<file path="src/rtl/core/ovl_pkg.sv">
// Package with the types and codes of the ordered value list
`timescale 1ns / 1ps
`default_nettype none

package ovl_pkg;

    localparam int VALUE_W = 32;
    localparam int POS_W   = 8;
    localparam int COUNT_W = 7;

    typedef enum logic [1:0] {
        OP_APPEND   = 2'd0,
        OP_REMOVE   = 2'd1,
        OP_CONTAINS = 2'd2,
        OP_READ     = 2'd3
    } t_opcode;

    typedef enum logic [1:0] {
        ST_OK        = 2'd0,
        ST_FULL      = 2'd1,
        ST_EMPTY     = 2'd2,
        ST_NOT_FOUND = 2'd3
    } t_status;

    typedef enum logic {
        S_IDLE = 1'b0,
        S_EXEC = 1'b1
    } t_state;

    // Per-cell control from the sequencer
    typedef struct packed {
        logic valid;    // cell holds a live entry
        logic cap;      // capture the compare against the incoming word
        logic load;     // store the incoming value (append at tail)
        logic shift;    // take the neighbor value if a match lies at or before
        logic rd_sel;   // drive the stored value onto the read bus
    } t_cell_ctl;

endpackage

`default_nettype wire

</file>
<file path="src/rtl/core/ovl_cell.sv">
// One storage cell of the ordered value list with compare and shift
`timescale 1ns / 1ps
`default_nettype none

module ovl_cell (
    input  wire                             i_clk,
    input  ovl_pkg::t_cell_ctl              i_ctl,
    input  wire [ovl_pkg::VALUE_W-1:0]      i_value,      // broadcast value
    input  wire [ovl_pkg::VALUE_W-1:0]      i_next_value, // neighbor toward tail
    input  wire                             i_hit,        // match seen before this cell
    output logic [ovl_pkg::VALUE_W-1:0]     o_value,
    output logic [ovl_pkg::VALUE_W-1:0]     o_rd_value,
    output logic                            o_hit
);

    logic [ovl_pkg::VALUE_W-1:0] r_value;
    logic                        r_match;

    // Hold the compare result of the incoming word
    always_ff @(posedge i_clk) begin
        if (i_ctl.cap) begin
            r_match <= i_ctl.valid && (r_value == i_value);
        end
    end

    // Load on append, close the gap on remove
    always_ff @(posedge i_clk) begin
        if (i_ctl.load) begin
            r_value <= i_value;
        end else if (i_ctl.shift && (i_hit || r_match)) begin
            r_value <= i_next_value;
        end
    end

    assign o_value    = r_value;
    assign o_hit      = i_hit || r_match;
    assign o_rd_value = i_ctl.rd_sel ? r_value : '0;

endmodule

`default_nettype wire

</file>
<file path="config.mk">
export PLATFORM = sky130hd
export DESIGN_NAME = ovl_cell
export DESIGN_NICKNAME = d
export VERILOG_FILES = /design/src/rtl/core/ovl_pkg.sv /design/src/rtl/core/ovl_cell.sv
export SDC_FILE = /design/constraint.sdc
export NUM_CORES = 1
export LEC_CHECK = 0
export ABC_AREA = 0
export BUFFER_PORTS_ARGS = -buffer_cell sky130_fd_sc_hd__buf_2
export CAP_MARGIN = 20
export CELL_PAD_IN_SITES_DETAIL_PLACEMENT = 1
export CELL_PAD_IN_SITES_GLOBAL_PLACEMENT = 2
export CORE_MARGIN = 2
export CORE_UTILIZATION = 24
export CTS_BUF_LIST = sky130_fd_sc_hd__clkbuf_4
export DETAILED_ROUTE_END_ITERATION = 8
export MAX_ROUTING_LAYER = met4
export PLACE_DENSITY_LB_ADDON = 0.08
export SLEW_MARGIN = 40
export SYNTH_ARGS = -nofsm -noshare
export SYNTH_HDL_FRONTEND = slang
export SYNTH_SLANG_ARGS = --single-unit
</file>
<file path="constraint.sdc">
create_clock -name i_clk -period 2.3 [get_ports i_clk]
set_input_delay 0.46 -clock i_clk [delete_from_list [all_inputs] [get_ports i_clk]]
set_output_delay 0.46 -clock i_clk [all_outputs]
set_load 0.03 [all_outputs]
</file>
# ---- Word level (Yosys, flattened, before mapping)
# Index checks and enable logic that the tools add are counted.
dict set report totals {
  register_bits 33
  inputBits 71
  output_inout_bits 65
  wordCells 10
}
dict set report classes {
  n_eq_ne 1
  muxes 3
  reduce_logical 4
}
# cell count
set ops {}
lappend ops {{two-way mux 32 bit} 3}
lappend ops {{== test 32 bit} 1}
lappend ops {{logical AND 1 bit} 2}
lappend ops {{nonzero test 2 bit} 1}
lappend ops {{logical OR 1 bit} 1}

# ---- Depth between registers and ports, before layout
# Gate-level depths: netlist (run 1).
dict set report logic_depth {
  ltp_word 4
  mapped_depth 4
}

# ---- Least setup slack after synthesis (run 1)
# Ideal clock, no wire load.
dict set report synth_path {
  path_kind {in2reg}
  startpoint {input port i_ctl[2] (netlist name)}
  endpoint {register r_value (netlist bit o_value[0]), enable pin}
  setup_ps 388
  arrival_time_ps 1511
  t_required_ps 1912
  path_slack_ps 401
  stages 3
  n_path_buf 2
  cell_sequence {buf_2 -> buf_2 -> a21o_1}
}
dict set report synth_between {
  elab_chain_cells 1
}
# item line_no
set synth_rtl {}
lappend synth_rtl {{start, declared} ovl_cell.sv:7} ;# input ovl_pkg::t_cell_ctl i_ctl,
lappend synth_rtl {{nonzero test 2 bit (no line)} n/a}
lappend synth_rtl {{end signal, assigned} ovl_cell.sv:29} ;# r_value <= i_value;
lappend synth_rtl {{end signal, assigned} ovl_cell.sv:31} ;# r_value <= i_next_value;
lappend synth_rtl {{end, declared} ovl_cell.sv:16} ;# logic [ovl_pkg::VALUE_W-1:0] r_value;
# Every way passes these cells.
# A chain may end at the register's enable or synchronous reset.

# ---- Worst setup path after layout (run 1)
dict set report layout_path {
  startpoint {input port i_ctl[0] (netlist name)}
  endpoint {output port o_rd_value[0] (netlist name)}
}
dict set report layout_between {
  elab_chain_cells 1
}
# item line_no
set layout_rtl {}
lappend layout_rtl {{two-way mux 32 bit} ovl_cell.sv:37} ;# assign o_rd_value = i_ctl.rd_sel ? r_value : '0;
lappend layout_rtl {{end, declared} ovl_cell.sv:12} ;# output logic [ovl_pkg::VALUE_W-1:0] o_rd_value,
# Every way passes these cells.

==> results of run 1 <==
worst reg2reg max path, delay by kind of cell (launching register included):
family / cells / cell delay [ns]
DFF: 1 / 0.44
and+or+nand+nor: 3 / 0.74
xor gates and xnor gates: 1 / 0.17
report_power, final:
group	switching, mW	internal, mW
clock	0.194	0.157
sequential	0.0414	0.726
combinational	0.313	0.198
worst min path at each step:
stage | start | end | depth (start not counted)
after floorplan | i_ctl[3] | r_match$_DFFE_PP_ | 0
after global placement | i_ctl[3] | r_match$_DFFE_PP_ | 1
final | i_ctl[3] | r_match$_DFFE_PP_ | 1
after global routing | i_ctl[3] | r_match$_DFFE_PP_ | 1
after CTS | i_ctl[3] | r_match$_DFFE_PP_ | 1
after detailed placement | i_ctl[3] | r_match$_DFFE_PP_ | 1
synth_stat cells:
library cell / n / area [um2]
a21o_1: 1 / 7.510
and2_1: 32 / 200.2
buf_2: 4 / 20.02
clkbuf_1: 3 / 11.26
edfxtp_1: 33 / 991.0
mux2_2: 32 / 360.4
nand3_1: 2 / 10.01
nand4_1: 1 / 6.260
nor3_1: 1 / 5.000
nor3_2: 1 / 10.01
nor4_1: 7 / 43.79
or2_2: 1 / 6.260
xnor2_1: 1 / 8.760
xor2_1: 31 / 271.5
flip-flops by register name, summed over array words and instances, names as in the netlist:
| name | count |
|---|---|
| o_value | 32 |
| r_match | 1 |
logic make-up (layout without fill, tap and decap cells):
logic type	count (synthesis)	after routing	share of synthesized area, %
and+or+nand+nor	45	45	14.42
DFF	33	33	50.77
buffers and inverters	7	147	1.603
xor gates and xnor gates	32	32	14.36
AOI/OAI and AO/OA	1	1	0.3848
muxes	32	32	18.46
metal layers:
layer  share of wire [%]  GRT usage, %
met5                   0             -
met2                  48         21.37
met3                 7.5         3.210
met4                0.63         2.899
met1                  44         16.14
final cells by class:
class,count,area [um2],share of cell area [%]
flip-flops and latches,33,991.0,35.06
multi-input cells,110,929.6,32.89
repair buffers,139,718.2,25.41
well taps,102,127.6,4.515
clock buffers,8,60.06,2.125
==> impl_metrics.toml, run 1 <==
[critical_path]
r2r_cells = 4
path_max_fanout = 32
crit_family = "buffers and inverters"
arrival_ns = 1.24
r2r-start = "o_value[4]$_DFFE_PP_"
slowest_delay_ns = 0.37
critPathLaunch = "i_ctl[0]"
worst_setup_path_start_kind = "input pin"
cp_data_required_time_ns = 1.84
rr_endpoint = "r_match$_DFFE_PP_"
crit_path_frequent_cell = "buf_2"
crit_end = "o_rd_value[0]"
cp_cell_sequence = "buf_2, and2_1, buf_2"
path_class = "input pin to primary output"
cp-end-kind = "primary output"
cp_num_cells = 3
cp_slowest_cell = "buf_2"
crit_buf_inv = 2
r2r_setup_slack_ns = 0.83

[die]
core_mm2 = 0.007807
dieHeight_um = 94.18
dieArea_mm2 = 0.008870
start_util_pct = 25.00
die_w_um = 94.18
rows = 32
io_pins = 136

[global_routing]
grt_pass1_vias = 1724
grt.total_usage_pct = 12.96
grt_max_degree = 33
overflow = 0
antenna_found_initial = 0
grt_pass1_wl_um = 8604

[sta]
max_freq_ghz = 0.5886
tightest_slew_ns = 0.4499
layout_setup_ws_ns = 0.6010
worst_clock_skew_ns = 0.01038
fin_crit_ns = 1.699
drv_slew = 0
fin_tns_setup_ns = 0
finalCritPeriodShare_pct = 73.87
slew_headroom_pct = 70.00
setup_viol = 0
hold_viol_final = 0
rsz0062_at_grt = "no"
holdWs_ns = 0.3214

[clock_network]
numCtsBuffers = 5
cts-root-buf = "clkbuf_4"
clk_pin_slew_ns = 0.11
cts_resized = 0
h-tree-depth = 2
tritoncts = "built"
clock-sinks = 33
cts_buffer_depth = 2
cts_setup_buffers = 0
clk_latency_ns = 0.33
cts_hold_buf = 0

[drt]
drc_errors = 0
drtIter0Drc = 32
ant_nets = 0
drt-total-wl_um = 5579
wl_per_cell_um = 14.23
vias = 1650
viasPerCell = 4.209
first_pass_iters = 4

[run]
max-cap-violations = 0

[synth]
syn_area_mm2 = 0.001952
synth_cell_types = 14
syn_inst = 150
syn-num-nets = 221
ys_seq_area_share_pct = 50.77
ys_ff_latch = 33
post_synth.cell_area_avg_um2 = 13.01
yosysWarnings = 0

[cells_and_area]
final_area_mm2 = 0.002826
syn_to_final_growth_pct = 44.81
final_common_cell = "buf_2"
nNetsFinal = 360
drive_above_1_share_pct = 62.41
nFillCells = 914
fin_util_pct = 36.20
antenna-diode-count = 0
final_cells = 392
final_cell_mix = "buf_2, edfxtp_1, mux2_2, and2_1, xor2_1"

[placed_design]
placedInstanceArea_mm2 = 0.002766
hpwl_um = 4513
placed_cells = 384
pre_cts_ws_ns = 0.5580
io_buffers = 135
gp_congestion = 0.6778

[worst_hold_path]
hp-class = "input pin to flip-flop"

[pwr]
p_per_area_mw_per_mm2 = 576.8
p_leak_nw = 1.308
ir_worst_vdd_uv = 186.7
finalPower_mw = 1.630

[outcome]
outcome = "completed"
No activity file was read; power rests on OpenSTA's default activity.
==> run 2, diff against run 1 <==
--- a/config.mk
+++ b/config.mk
@@ -11,7 +11,7 @@
 export CELL_PAD_IN_SITES_DETAIL_PLACEMENT = 1
 export CELL_PAD_IN_SITES_GLOBAL_PLACEMENT = 2
 export CORE_MARGIN = 2
-export CORE_UTILIZATION = 24
+export CORE_UTILIZATION = 22
 export CTS_BUF_LIST = sky130_fd_sc_hd__clkbuf_4
 export DETAILED_ROUTE_END_ITERATION = 8
 export MAX_ROUTING_LAYER = met4
==> constraint.sdc (replaced) <==
create_clock -name i_clk -period 1.4 [get_ports i_clk]
set_input_delay 0.28 -clock i_clk [delete_from_list [all_inputs] [get_ports i_clk]]
set_output_delay 0.28 -clock i_clk [all_outputs]
set_load 0.03 [all_outputs]
==> run 2 against run 1 <==
  * Cell area is 18% higher
  * Utilization rose by 2.3 points
  * The flow now finishes with violations (setup timing)
  * Count of clock-buffer cells in the layout is the same
  * Combinational power is 110% higher
  * Hold slack worse by 0.18 ns
==> impl_metrics.toml, run 2 (synthesized netlist as in run 1, its figures left out) <==
[pwr]
p_leak_nw = 1.516
ir_worst_vdd_uv = 295.9
p_per_area_mw_per_mm2 = 881.8

[die]
io_pins = 136
die_w_um = 98.19
dieArea_mm2 = 0.009641
start_util_pct = 22.49
core_mm2 = 0.008678
rows = 34
dieHeight_um = 98.19

[sta]
hold_viol_final = 0
holdWs_ns = 0.1448
slew_headroom_pct = 70.48
layout_setup_ws_ns = -0.07299
finalCritPeriodShare_pct = 105.2
setup_viol = 10
tightest_slew_ns = 0.4429
drv_slew = 0
worst_clock_skew_ns = 0.01345
max_freq_ghz = 0.6789
rsz0062_at_grt = "yes"
fin_crit_ns = 1.473

[critical_path]
path_class = "flip-flop to primary output"
r2r_cells = 5
arrival_ns = 1.19
path_max_fanout = 2
cp-end-kind = "primary output"
cp_data_required_time_ns = 1.12
worst_setup_path_start_kind = "flip-flop"

[outcome]
outcome = "finished, violations left"
violations = "setup timing"

[clock_network]
numCtsBuffers = 5
cts-root-buf = "clkbuf_4"
cts_buffer_depth = 2
cts_hold_buf = 0
clk_latency_ns = 0.34
clock-sinks = 33
h-tree-depth = 2
tritoncts = "built"
clk_pin_slew_ns = 0.11

[placed_design]
placed_cells = 403
io_buffers = 135
gp_congestion = 0.6758
hpwl_um = 4647

[global_routing]
grt_pass1_wl_um = 9535
grt_pass1_vias = 1858
grt.total_usage_pct = 12.80
antenna_found_initial = 0
grt_max_degree = 33
overflow = 0

[drt]
ant_nets = 0
drc_errors = 0
drtIter0Drc = 31
wl_per_cell_um = 14.63
first_pass_iters = 2
drt-total-wl_um = 6100
viasPerCell = 4.175
vias = 1741

[cells_and_area]
final_common_cell = "buf_2"
antenna-diode-count = 0
final_cells = 417
largest_reg_flops = 32
fin_util_pct = 38.48
syn_to_final_growth_pct = 71.09
nFillCells = 1000
nNetsFinal = 379
drive_above_1_share_pct = 75.08
final_cell_mix = "buf_2, buf_6, edfxtp_1"

[run]
max-cap-violations = 0

[worst_hold_path]
min_path_cells = 1
hp-class = "input pin to flip-flop"
==> run 2: cell types whose count changed in the layout (fill, tap and decap cells not counted), moves of 16 or more <==
cell	delta
buf_2	-38
buf_4	+16
and2_1	-26
buf_6	+40
and2_4	+26
==> run 2: routing by layer <==
layer / share of wire (%) / GRT usage (%) / vias up / wire (um)
li1: - / - / 850 / -
met5: 0 / - / - / 0
met4: 0.62 / 3.477 / 0 / 38
met3: 5.7 / 2.935 / 6 / 345
met1: 43 / 16.00 / 815 / 2615
met2: 51 / 20.92 / 70 / 3100
==> run 2: area by class of cell <==
class / count / area [um2] / area share, %
Timing Repair Buffer: 158 / 1119 / 33.50
Clock buffer: 8 / 60.06 / 1.798
Tap cell: 108 / 135.1 / 4.046
Multi-Input combinational cell: 110 / 1035 / 30.99
Sequential cell: 33 / 991.0 / 29.67
==> run 2: power by group <==
part / switching, mW / internal [mW]
Sequential: 0.0666 / 1.19
Clock: 0.336 / 0.259
Combinational: 0.572 / 0.518
==> run 2: metrics by stage <==
step           setup slack (ns)   TNS (ns)  area (um2)  power, mW
4_1_cts                -0.09137    -0.6756        3199      2.923
3_3_place_gp            -0.1585    -0.1585        2892      2.189
6_report               -0.07299    -0.5612        3339      2.945
5_1_grt                 -0.1556     -1.485        3339      3.095
3_5_place_dp            -0.1306    -0.1306        2892      2.192
2_1_floorplan         -0.007347  -0.007347        1959      1.819
==> run 2: worst paths after layout <==
kind,start,slack (ns),end
max,o_value[8]$_DFFE_PP_,-0.07,o_rd_value[8]
min reg2reg,o_value[24]$_DFFE_PP_,0.80,r_match$_DFFE_PP_
max reg2reg,o_value[26]$_DFFE_PP_,-0.05,r_match$_DFFE_PP_
min,i_ctl[3],0.14,r_match$_DFFE_PP_
==> run 2: worst max-delay path, cell delays in order, from the launching register on <==
cell and delay [ns]:
edfxtp_1 0.44, buf_6 0.14, and2_4 0.14, buf_6 0.13
==> run 2: what timing repair did <==
item	CTS	global route
endpoints found under the setup margin	32	40
resized for setup	67	51
gates cloned	0	0
pin swaps	19	16
buffers inserted	6	1
